<file path="config.mk">
export PLATFORM = sky130hd
export DESIGN_NAME = text_cursor_layout_bounds
export DESIGN_NICKNAME = d
export VERILOG_FILES = /design/src/rtl/core/tclb_pkg.sv /design/src/rtl/core/text_cursor_layout_bounds.sv /design/src/rtl/core/tclb_step.sv
export VERILOG_INCLUDE_DIRS = /design/src /design/src/rtl/core
export SDC_FILE = /design/constraint.sdc
export NUM_CORES = 1
export LEC_CHECK = 0
export ABC_AREA = 1
export BUFFER_PORTS_ARGS = -buffer_cell sky130_fd_sc_hd__buf_2
export CAP_MARGIN = 30
export CORE_MARGIN = 2
export CORE_UTILIZATION = 45
export DETAILED_ROUTE_END_ITERATION = 16
export PLACE_DENSITY = 0.68
export SLEW_MARGIN = 5
export SYNTH_ARGS = -nofsm -noshare
export SYNTH_HDL_FRONTEND = slang
export SYNTH_SLANG_ARGS = --single-unit
</file>
<file path="constraint.sdc">
create_clock -name clock -period 33 [get_ports clock]
set_input_delay 3.3 -clock clock [delete_from_list [all_inputs] [get_ports clock]]
set_output_delay 3.3 -clock clock [all_outputs]
set_load 0.01 [all_outputs]
</file>
<file path="src/rtl/core/text_cursor_layout_bounds_defines.svh">
// Assertion macros shared by the text cursor layout RTL.
// Each macro takes a label, an antecedent, a consequent and a message.
`ifndef TEXT_CURSOR_LAYOUT_BOUNDS_DEFINES_SVH
`define TEXT_CURSOR_LAYOUT_BOUNDS_DEFINES_SVH

`ifndef SYNTHESIS

// Consequent must hold in the same cycle as the antecedent.
`define TCLB_ASSERT_SAME(label, ante, cons, msg) \
   label: assert property (@(posedge clock) disable iff (reset) (ante) |-> (cons)) \
      else $error(msg);

// Consequent must hold in the cycle after the antecedent.
`define TCLB_ASSERT_NEXT(label, ante, cons, msg) \
   label: assert property (@(posedge clock) disable iff (reset) (ante) |=> (cons)) \
      else $error(msg);

`else

`define TCLB_ASSERT_SAME(label, ante, cons, msg)
`define TCLB_ASSERT_NEXT(label, ante, cons, msg)

`endif

`endif

</file>
<file path="src/rtl/core/tclb_pkg.sv">
package tclb_pkg;

   // Character codes with special handling.
   localparam logic [7:0] CODE_LF = 8'd10;
   localparam logic [7:0] CODE_CR = 8'd13;

   // Configuration register indexes.
   localparam logic [1:0] CSR_TEXT_SIZE  = 2'd0;
   localparam logic [1:0] CSR_LINE_WIDTH = 2'd1;

   // Reset values.
   localparam logic [7:0]  TEXT_SIZE_RESET  = 8'd1;
   localparam logic [11:0] LINE_WIDTH_RESET = 12'd240;
   localparam logic [15:0] LEAST_RESET      = 16'h7FFF;
   localparam logic [15:0] MOST_RESET       = 16'hFFFF;

   // One input item.
   typedef struct packed {
      logic [7:0]         char_code;
      logic               first;
      logic signed [15:0] start_x;
      logic signed [15:0] start_y;
   } req_type;

   // One result item.
   typedef struct packed {
      logic               placed;
      logic signed [15:0] glyph_x;
      logic signed [15:0] glyph_y;
      logic signed [15:0] bound_x;
      logic signed [15:0] bound_y;
      logic [15:0]        bound_w;
      logic [15:0]        bound_h;
   } rsp_type;

   // Configuration registers.
   typedef struct packed {
      logic [7:0]  text_size;
      logic [11:0] line_width;
   } cfg_type;

   // Cursor, origin and running box extremes.
   typedef struct packed {
      logic [15:0] cursor_x;
      logic [15:0] cursor_y;
      logic [15:0] origin_x;
      logic [15:0] origin_y;
      logic [15:0] least_x;
      logic [15:0] least_y;
      logic [15:0] most_x;
      logic [15:0] most_y;
   } layout_state_type;

endpackage

</file>
<file path="src/rtl/core/text_cursor_layout_bounds.sv">
// Channel   Direction  Handshake              Payload
// req       in         req_valid, req_stall   req_item  (tclb_pkg::req_type)
// rsp       out        rsp_valid, rsp_stall   rsp_item  (tclb_pkg::rsp_type)
// csr       in         csr_valid, csr_ready   csr_index, csr_data
//
// One item is accepted per cycle while req_stall is low; its result passes from
// the input register through the step logic, which does the cursor update, into
// the result register, from which it leaves.
// Synchronous reset empties both stages, clears the cursor and origin, empties
// the box and loads text size 1 and line width 240. csr_ready is always high.
// A stalled result holds; req_stall rises only when both stages are full.
`include "text_cursor_layout_bounds_defines.svh"

module text_cursor_layout_bounds
   import tclb_pkg::*;
(
   input  logic        clock,
   input  logic        reset,
   input  logic        req_valid,
   output logic        req_stall,
   input  req_type     req_item,
   output logic        rsp_valid,
   input  logic        rsp_stall,
   output rsp_type     rsp_item,
   input  logic        csr_valid,
   output logic        csr_ready,
   input  logic [1:0]  csr_index,
   input  logic [11:0] csr_data
);

   logic             in_vld_ff;
   req_type          in_item_ff;
   logic             out_vld_ff;
   logic             out_vld_in;
   rsp_type          out_item_ff;
   cfg_type          cfg_ff;
   cfg_type          cfg_in;
   layout_state_type state_ff;
   layout_state_type state_in;
   layout_state_type state_step;
   rsp_type          step_result;
   logic             out_load;
   logic             in_load;

   // The result register takes a new item when empty or being drained.
   assign out_load  = in_vld_ff && (!out_vld_ff || !rsp_stall);
   assign req_stall = in_vld_ff && !out_load;
   assign in_load   = req_valid && !req_stall;
   assign csr_ready = 1'b1;

   tclb_step u_step (
      .item      (in_item_ff),
      .cfg       (cfg_ff),
      .state_cur (state_ff),
      .state_nxt (state_step),
      .result    (step_result)
   );

   // Configuration writes.
   always_comb begin
      cfg_in = cfg_ff;
      if (csr_valid && csr_ready) begin
         case (csr_index)
            CSR_TEXT_SIZE:  cfg_in.text_size  = csr_data[7:0];
            CSR_LINE_WIDTH: cfg_in.line_width = csr_data;
            default:        cfg_in = cfg_ff;
         endcase
      end
   end

   // Cursor state follows every item that enters the result register.
   assign state_in   = out_load ? state_step : state_ff;
   assign out_vld_in = out_load || (out_vld_ff && rsp_stall);

   always_ff @(posedge clock) begin
      if (reset) begin
         in_vld_ff         <= 1'b0;
         out_vld_ff        <= 1'b0;
         cfg_ff.text_size  <= TEXT_SIZE_RESET;
         cfg_ff.line_width <= LINE_WIDTH_RESET;
         state_ff.cursor_x <= '0;
         state_ff.cursor_y <= '0;
         state_ff.origin_x <= '0;
         state_ff.origin_y <= '0;
         state_ff.least_x  <= LEAST_RESET;
         state_ff.least_y  <= LEAST_RESET;
         state_ff.most_x   <= MOST_RESET;
         state_ff.most_y   <= MOST_RESET;
      end else begin
         cfg_ff     <= cfg_in;
         state_ff   <= state_in;
         out_vld_ff <= out_vld_in;
         if (in_load) begin
            in_vld_ff <= 1'b1;
         end else if (out_load) begin
            in_vld_ff <= 1'b0;
         end
      end
   end

   // Payload registers.
   always_ff @(posedge clock) begin
      if (in_load) begin
         in_item_ff <= req_item;
      end
      if (out_load) begin
         out_item_ff <= step_result;
      end
   end

   assign rsp_valid = out_vld_ff;
   assign rsp_item  = out_item_ff;

   `TCLB_ASSERT_NEXT(a_accept_fills_input, in_load, in_vld_ff, "accepted item did not reach the input register")
   `TCLB_ASSERT_NEXT(a_load_fills_output, out_load, out_vld_ff, "step result did not reach the result register")
   `TCLB_ASSERT_SAME(a_unplaced_zero, out_vld_ff && !out_item_ff.placed, out_item_ff.glyph_x == 16'sd0 && out_item_ff.glyph_y == 16'sd0, "unplaced item carries a glyph position")
   `TCLB_ASSERT_NEXT(a_first_sets_origin, out_load && in_item_ff.first, state_ff.origin_x == $past(in_item_ff.start_x) && state_ff.origin_y == $past(in_item_ff.start_y), "first item did not load the origin")

endmodule

</file>
<file path="src/rtl/core/tclb_step.sv">
module tclb_step
   import tclb_pkg::*;
(
   input  req_type          item,
   input  cfg_type          cfg,
   input  layout_state_type state_cur,
   output layout_state_type state_nxt,
   output rsp_type          result
);

   logic [15:0]        cell_w;
   logic [15:0]        cell_h;
   logic               is_lf;
   logic               is_cr;
   logic signed [17:0] wrap_sum;
   logic signed [17:0] wrap_limit;
   logic               wrap;
   logic [15:0]        gx;
   logic [15:0]        gy;
   logic [15:0]        ex;
   logic [15:0]        ey;
   layout_state_type   base;
   layout_state_type   upd;

   // Cell size is 6 and 8 times the text size, built from shifts.
   assign cell_w = {6'd0, cfg.text_size, 2'b00} + {7'd0, cfg.text_size, 1'b0};
   assign cell_h = {5'd0, cfg.text_size, 3'b000};

   assign is_lf = (item.char_code == CODE_LF);
   assign is_cr = (item.char_code == CODE_CR);

   // A first item reloads the cursor and origin and empties the box.
   always_comb begin
      base = state_cur;
      if (item.first) begin
         base.cursor_x = item.start_x;
         base.cursor_y = item.start_y;
         base.origin_x = item.start_x;
         base.origin_y = item.start_y;
         base.least_x  = LEAST_RESET;
         base.least_y  = LEAST_RESET;
         base.most_x   = MOST_RESET;
         base.most_y   = MOST_RESET;
      end
   end

   // The wrap test runs at full precision, with no 16-bit wrap.
   assign wrap_sum   = $signed({{2{base.cursor_x[15]}}, base.cursor_x})
                     + $signed({2'b00, cell_w});
   assign wrap_limit = $signed({6'd0, cfg.line_width});
   assign wrap       = (wrap_sum > wrap_limit);

   assign gx = wrap ? 16'd0 : base.cursor_x;
   assign gy = wrap ? (base.cursor_y + cell_h) : base.cursor_y;
   assign ex = gx + cell_w - 16'd1;
   assign ey = gy + cell_h - 16'd1;

   // Cursor movement and box growth for the three kinds of code, then the
   // box report, or the origin with zero size where it is empty.
   always_comb begin
      upd            = base;
      result.placed  = 1'b0;
      result.glyph_x = '0;
      result.glyph_y = '0;
      if (is_lf) begin
         upd.cursor_x = '0;
         upd.cursor_y = base.cursor_y + cell_h;
      end else if (!is_cr) begin
         result.placed  = 1'b1;
         result.glyph_x = gx;
         result.glyph_y = gy;
         upd.cursor_x   = gx + cell_w;
         upd.cursor_y   = gy;
         if ($signed(ex) > $signed(base.most_x)) begin
            upd.most_x = ex;
         end
         if ($signed(ey) > $signed(base.most_y)) begin
            upd.most_y = ey;
         end
         if ($signed(gx) < $signed(base.least_x)) begin
            upd.least_x = gx;
         end
         if ($signed(gy) < $signed(base.least_y)) begin
            upd.least_y = gy;
         end
      end
      if ($signed(upd.most_x) >= $signed(upd.least_x)) begin
         result.bound_x = upd.least_x;
         result.bound_w = upd.most_x - upd.least_x + 16'd1;
      end else begin
         result.bound_x = upd.origin_x;
         result.bound_w = '0;
      end
      if ($signed(upd.most_y) >= $signed(upd.least_y)) begin
         result.bound_y = upd.least_y;
         result.bound_h = upd.most_y - upd.least_y + 16'd1;
      end else begin
         result.bound_y = upd.origin_y;
         result.bound_h = '0;
      end
   end

   assign state_nxt = upd;

endmodule

</file>
==> results of run 1 <==
==> worst max-delay path: cells and delay by family, from the launching register on <==
family | cells | cell delay [ns]
AND/OR/NAND/NOR | 32 | 3.54
buffers and inverters | 11 | 1.93
adder cells (fa/ha/maj) | 8 | 2.64
AO/OA/AOI/OAI | 24 | 4.52
XOR/XNOR | 3 | 0.38
flip-flops | 1 | 0.36
==> layout by cell type (no fill, tap or decap), types with 19 or more instances in the layout <==
cell type	Yosys	final
fa_1	20	20
edfxtp_1	138	138
o211ai_1	19	19
nor2_1	205	205
nand2_1	513	512
a31oi_1	53	53
xor2_1	40	40
inv_1	307	305
clkbuf_16	0	39
o21ai_0	213	213
nand4_1	39	39
nand3_1	82	82
nor3_1	22	22
a21oi_1	198	197
buf_2	6	158
dfxtp_1	150	150
inv_2	20	22
ha_1	194	194
nand2_2	34	34
==> path summary, 6_finish.rpt <==
check                                     from  slack, ns            end  depth (start not counted)
worst max-delay path            in_item_ff[32]      19.37   rsp_item[15]                         78
worst min-delay path             state_ff[123]       0.47  state_ff[123]                          2
worst max register to register  in_item_ff[32]      19.37   rsp_item[15]                         78
worst min register to register   state_ff[123]       0.47  state_ff[123]                          2
==> logic make-up (layout without fill, tap and decap cells) <==
family	after synthesis	after routing
flops	288	288
other cells	1	2
simple gates	961	961
compound gates	550	550
buf+inv	424	569
xor+xnor	55	55
fa+ha+maj	214	214
==> cell type report <==
class                           instances  area, um^2  area share
Multi-Input combinational cell       1781       10700       0.485
Sequential cell                       288        7150       0.324
Inverter                              329        1240      0.0563
Timing Repair Buffer                  178        1040      0.0472
Clock buffer                           45        1020      0.0462
Tap cell                              585         732      0.0332
Clock inverter                         17         170     0.00772
Antenna cell                            1        2.50    0.000114
==> sequential cells by signal (all words and copies together) (netlist names) <==
signal	flops
rsp_valid	1
in_item_ff	41
rsp_item	97
state_ff	128
in_vld_ff	1
cfg_ff	20
==> stage by stage <==
| stage | total power [W] | area [um^2] |
|---|---|---|
| 5_1_grt | 0.00203 | 22000 |
| 3_5_place_dp | 0.00145 | 20700 |
| 3_3_place_gp | 0.00142 | 20700 |
| 2_1_floorplan | 0.00120 | 19500 |
| 6_report | 0.00187 | 22000 |
| 4_1_cts | 0.00185 | 21900 |
==> metal layers <==
metal | GRT usage | share of wire | vias up
met5 | 0 | 0 | -
met4 | 0.0860 | 0.030 | 0
met3 | 0.0477 | 0.078 | 97
met2 | 0.381 | 0.42 | 651
met1 | 0.378 | 0.47 | 8231
li1 | - | - | 8605
==> power by group through the flow <==
| stage | clock network (W) | logic, W | registers [W] |
|---|---|---|---|
| floorplan | 0 | 0.000689 | 0.000511 |
| global placement | 0 | 0.000919 | 0.000499 |
| detailed placement | 0 | 0.000946 | 0.000499 |
| CTS | 0.000408 | 0.000952 | 0.000492 |
| global route | 0.000422 | 0.00111 | 0.000496 |
| finish | 0.000401 | 0.000973 | 0.000491 |
==> run_results.csv, run 1 <==
group,metric,value,unit
global_route,grt_pass1_wl,89900,um
pwr,combPwrFrac,0.522,
yosys,synth_top_cell_by_area,"edfxtp_1",
route,num_vias,17584,
timing,period_needed,13.63,ns
yosys,synthXorXnorAreaFrac,0.0247,
yosys,syn_inst,2493,
cts,postCtsHoldBufs,0,
die,die_y,212,um
timing,worstMarginPinSlew,1.01,ns
yosys,yosys_warnings,0,
yosys,synth_top_area_frac,0.212,
cells_and_area,area_delta_synth_final,13.0,%
setup_path,cp_slowest_cell,"o21ai_0",
pwr,power_density,84.7,nW/um^2
yosys,ys_top_cells_by_area,"edfxtp_1 (21%), dfxtp_1 (15%), ha_1 (12%)",
pwr,swShare,0.426,
route,drc,0,
yosys,syn_area,19500,um^2
run,maxCapViolations,0,
timing,whs,0.469,ns
global_route,grt_max_degree,92,
yosys,synthFlopType,"dfxtp_1",
timing,rsz0062_at_grt,"no",
worst_hold_path,hp-class,"reg -> reg",
timing,maxSlewViolCount,0,
timing,relSlewSlack,0.327,
yosys,synth_top_family_by_area,"simple AND/OR/NAND/NOR gates",
setup_path,cpPeakStageDelay,0.64,ns
cts,cts.sinks,288,
timing,timing.fmax,0.0734,GHz
route,wire_per_inst,18.1,um
cells_and_area,fin_util,0.514,
cts,clk_pin_slew,0.06,ns
yosys,yosys.area_share.simple,0.219,
place,post-dp-hpwl,43600,um
global_route,groute.usage.overall,0.258,
cts,postCtsSetupRepairBufs,0,
global_route,antenna_found_initial,1,
setup_path,end_kind,"register",
yosys,synth_adder_area_share,0.145,
pwr,vdd_drop_max,0.0000968,V
timing,fin_ws,19.37,ns
route,vias_per_cell,5.45,
cts,postCtsResizedCells,0,
die,core_area,42900,um^2
yosys,synthMuxAreaShare,0,
timing,setup_viol,0,
route,first_pass_iters,6,
cts,cts-root-buf,"clkbuf_16",
yosys,synth_cell_types,56,
yosys,synth_edf_count,138,
setup_path,cp.required,33.30,ns
route,detail-route-antenna-nets,0,
cts,cts_tree,"done",
timing,hold_violations,0,
yosys,syn_nets,2767,
pwr,power_frac_seq,0.263,
setup_path,start_kind,"register",
cts,htreeDepth,2,
cells_and_area,fill_cells,4095,
yosys,yosysMostFrequentCell,"nand2_1",
die,start_util,0.455,
setup_path,critPathKind,"reg -> reg",
yosys,synth_common_cells,"nand2_1 (513), inv_1 (307), o21ai_0 (213)",
route,wl,58300,um
yosys,seq_area_frac_synth,0.366,
cts,worstSkewPairLatency,0.55,ns
pwr,p_switching,0.000795,W
place,gp_congestion,0.922,
yosys,avgSynthCellArea,7.82,um^2
cts,cts_made_buffers,35,
timing,setup_tns,0,ns
global_route,grt_pass1_vias,16540,
place,port_buffers,158,
place,pre_cts_ws,19.53,ns
yosys,synthArstFlopShare,0,
setup_path,cpMostUsedCell,"nand2_1",
pwr,power_leakage,10.5,nW
global_route,grt.overflow.total,0,
place,dpl.cell_count,3157,
cts,max-clock-path-buffers,3,
yosys,synth-compound-area-share,0.158,
pwr,pwr-share-clk,0.215,
route,drt-initial-drc-count,1585,
timing,fin_crit_sh,0.413,
yosys,synth-seq-cells,288,
cells_and_area,fin_cells,3224,
pwr,p_int,0.00107,W
setup_path,cp_max_fo,58,
setup_path,cp.arrival,13.93,ns
timing,finClkSkew,0.0220,ns
die,dieArea,45000,um^2
die,io_pins,160,
die,die_x,212,um
cells_and_area,nets,2887,
cells_and_area,drive_gt1_frac,0.133,
outcome,outcome,"completed",
die,num_rows,76,
Note: power is estimated with default switching activity, not from simulation.
==> run 2: changes to the inputs <==
--- a/config.mk
+++ b/config.mk
@@ -6,13 +6,13 @@
 export SDC_FILE = /design/constraint.sdc
 export NUM_CORES = 1
 export LEC_CHECK = 0
-export ABC_AREA = 1
+export ABC_AREA = 0
 export BUFFER_PORTS_ARGS = -buffer_cell sky130_fd_sc_hd__buf_2
 export CAP_MARGIN = 30
 export CORE_MARGIN = 2
 export CORE_UTILIZATION = 45
 export DETAILED_ROUTE_END_ITERATION = 16
-export PLACE_DENSITY = 0.68
+export PLACE_DENSITY = 0.7
 export SLEW_MARGIN = 5
 export SYNTH_ARGS = -nofsm -noshare
 export SYNTH_HDL_FRONTEND = slang
==> constraint.sdc (replaced) <==
create_clock -name clock -period 12.5 [get_ports clock]
set_input_delay 1.25 -clock clock [delete_from_list [all_inputs] [get_ports clock]]
set_output_delay 1.25 -clock clock [all_outputs]
set_load 0.01 [all_outputs]
==> run_results.csv, run 2 <==
group,metric,value,unit
outcome,outcome,"completed",
cells_and_area,top_register,"state_ff",
setup_path,cp_max_fo,6,
pwr,power_frac_seq,0.276,
global_route,grt_max_degree,86,
setup_path,cpPeakStageDelay,0.44,ns
route,wl,61400,um
place,port_buffers,158,
pwr,swShare,0.389,
route,wire_per_inst,19.8,um
cts,cts_tree,"done",
timing,fin_ws,0.318,ns
yosys,synthFlopType,"dfxtp_1",
setup_path,cp.required,12.78,ns
timing,whs,0.453,ns
die,dieArea,45700,um^2
yosys,synth_adder_area_share,0.143,
setup_path,cp_slowest_cell,"fa_2",
die,num_rows,76,
timing,setup_tns,0,ns
cells_and_area,nets,2760,
setup_path,end_kind,"register",
yosys,yosysMostFrequentCell,"nand2_1",
yosys,synth_top_cell_by_area,"edfxtp_1",
pwr,power_leakage,10.5,nW
route,num_vias,17905,
cts,postCtsHoldBufs,0,
cells_and_area,layout_commonest_cell,"nand2_1",
place,pre_cts_ws,-0.517,ns
yosys,synth_top_area_frac,0.209,
yosys,synth_cell_types,95,
yosys,synthArstFlopShare,0,
timing,finClkSkew,0.0238,ns
place,postPlaceCellArea,21900,um^2
die,core_area,43300,um^2
worst_hold_path,hp-class,"reg -> reg",
setup_path,cp.arrival,12.46,ns
setup_path,cp-startpoint,"cfg_ff[13]",
cells_and_area,largest_reg_flops,128,
timing,hold_violations,0,
timing,worstMarginPinSlew,1.00,ns
global_route,grt_pass1_vias,17070,
cts,worstSkewPairLatency,0.56,ns
run,maxCapViolations,0,
yosys,yosys.area_share.simple,0.168,
cts,clk_pin_slew,0.06,ns
yosys,ys_top_cells_by_area,"edfxtp_1 (21%), dfxtp_1 (15%), ha_1 (12%)",
cts,max-clock-path-buffers,3,
yosys,synth-seq-cells,288,
setup_path,critPathKind,"reg -> reg",
yosys,seq_area_frac_synth,0.361,
yosys,syn_nets,2512,
setup_path,timing.rr.start,"cfg_ff[13]",
pwr,p_int,0.00270,W
timing,setup_viol,0,
cells_and_area,drive_gt1_frac,0.229,
timing,maxSlewViolCount,0,
yosys,synthMuxAreaShare,0.0408,
timing,period_needed,12.18,ns
yosys,syn_inst,2238,
cells_and_area,n_antenna_cell,0,
timing,relSlewSlack,0.331,
timing,timing.fmax,0.0821,GHz
place,dpl.cell_count,2987,
setup_path,start_kind,"register",
cts,cts-root-buf,"clkbuf_16",
route,drt-initial-drc-count,1430,
global_route,grt_pass1_wl,93700,um
cells_and_area,layout_common_cells,"nand2_1 (244), nor2_1 (214), ha_1 (182)",
cts,cts.sinks,288,
global_route,groute.usage.overall,0.263,
global_route,grt.overflow.total,0,
place,gp_congestion,0.927,
place,post-dp-hpwl,45000,um
die,die_x,214,um
cells_and_area,fin_cells,3098,
die,start_util,0.457,
yosys,synth_common_cells,"nand2_1 (248), nor2_1 (222), ha_1 (194)",
timing,fin_crit_sh,0.975,
cells_and_area,stdcell_area,24100,um^2
die,die_y,214,um
route,first_pass_iters,6,
pwr,combPwrFrac,0.489,
yosys,synth_top_family_by_area,"compound AO/OA/AOI/OAI gates",
route,vias_per_cell,5.78,
pwr,p_switching,0.00172,W
pwr,pwr-share-clk,0.235,
yosys,syn_area,19800,um^2
pwr,power_density,183,nW/um^2
timing,rsz0062_at_grt,"yes",
worst_hold_path,min_from,"state_ff[72]",
pwr,vdd_drop_max,0.000107,V
cts,cts_made_buffers,35,
yosys,avgSynthCellArea,8.84,um^2
yosys,synth_edf_count,138,
yosys,synth-compound-area-share,0.195,
route,drc,0,
cells_and_area,area_delta_synth_final,21.9,%
global_route,antenna_found_initial,1,
die,io_pins,160,
yosys,yosys_warnings,0,
cts,htreeDepth,2,
yosys,synthXorXnorAreaFrac,0.0401,
route,detail-route-antenna-nets,0,
-- run 2: cell types whose count changed after synthesis, moves of 44 or more --
cell     change
inv_1      -148
mux2_2      +45
nand2_1    -265
nand3_1     -44
o21ai_0    -126
xnor2_1     +44
-- run 2: worst paths after layout --
check / endpoint / slack (ns) / cells past startpoint
worst min register to register: state_ff[72] / 0.45 / 2
worst max-delay path: rsp_item[31] / 0.32 / 67
worst max register to register: rsp_item[31] / 0.32 / 67
worst min-delay path: state_ff[72] / 0.45 / 2
-- run 2: layer usage --
metal	part of all wire	GRT usage	up-vias
met5	0	0	-
met4	0.031	0.0855	0
met3	0.071	0.0469	132
met2	0.46	0.424	683
met1	0.44	0.359	8565
li1	-	-	8525
-- run 2: layout make-up --
cell class                      count  area [um^2]
Inverter                          161          609
Clock buffer                       44          945
Clock inverter                     20          210
Timing Repair Buffer              318         2110
Sequential cell                   288         7150
Tap cell                          585          732
Fill cell                        3787        19100
Multi-Input combinational cell   1682        12400
-- run 2: kinds of logic after synthesis --
| group | after synthesis |
|---|---|
| AND/OR/NAND/NOR | 725 |
| adder cells (fa/ha/maj) | 214 |
| buffers and inverters | 268 |
| XOR/XNOR | 85 |
| AO/OA/AOI/OAI | 582 |
| other | 1 |
| flip-flops | 288 |
| multiplexers | 75 |
-- run 2: per-stage QoR --
| stage | utilization | total power [W] |
|---|---|---|
| finish | 0.558 | 0.00442 |
| floorplan | - | 0.00263 |
| detailed placement | 0.507 | 0.00322 |
| global placement | 0.507 | 0.00318 |
| global route | 0.558 | 0.00472 |
| CTS | 0.537 | 0.00430 |
-- run 2: critical path: cells and delay by family, from the launching register on --
kind,cells,cell delay [ns]
buffers and inverters,11,1.42
XOR/XNOR,3,0.45
AND/OR/NAND/NOR,16,2.63
AO/OA/AOI/OAI,28,4.40
adder cells (fa/ha/maj),9,2.67
flip-flops,1,0.33
-- run 2: timing repair --
action,CTS,global route
buffers inserted,5,40
cloned,0,1
pin swaps,13,87
setup endpoints to repair,7,64
gates resized for setup,25,116
endpoints found under the hold margin,0,0
-- run 2: power groups by stage --
stage / clock network [W] / logic [W] / registers (W)
finish: 0.00104 / 0.00216 / 0.00122
global route: 0.00109 / 0.00240 / 0.00123
CTS: 0.00106 / 0.00203 / 0.00122
detailed placement: 0 / 0.00199 / 0.00124
global placement: 0 / 0.00195 / 0.00124
floorplan: 0 / 0.00137 / 0.00127
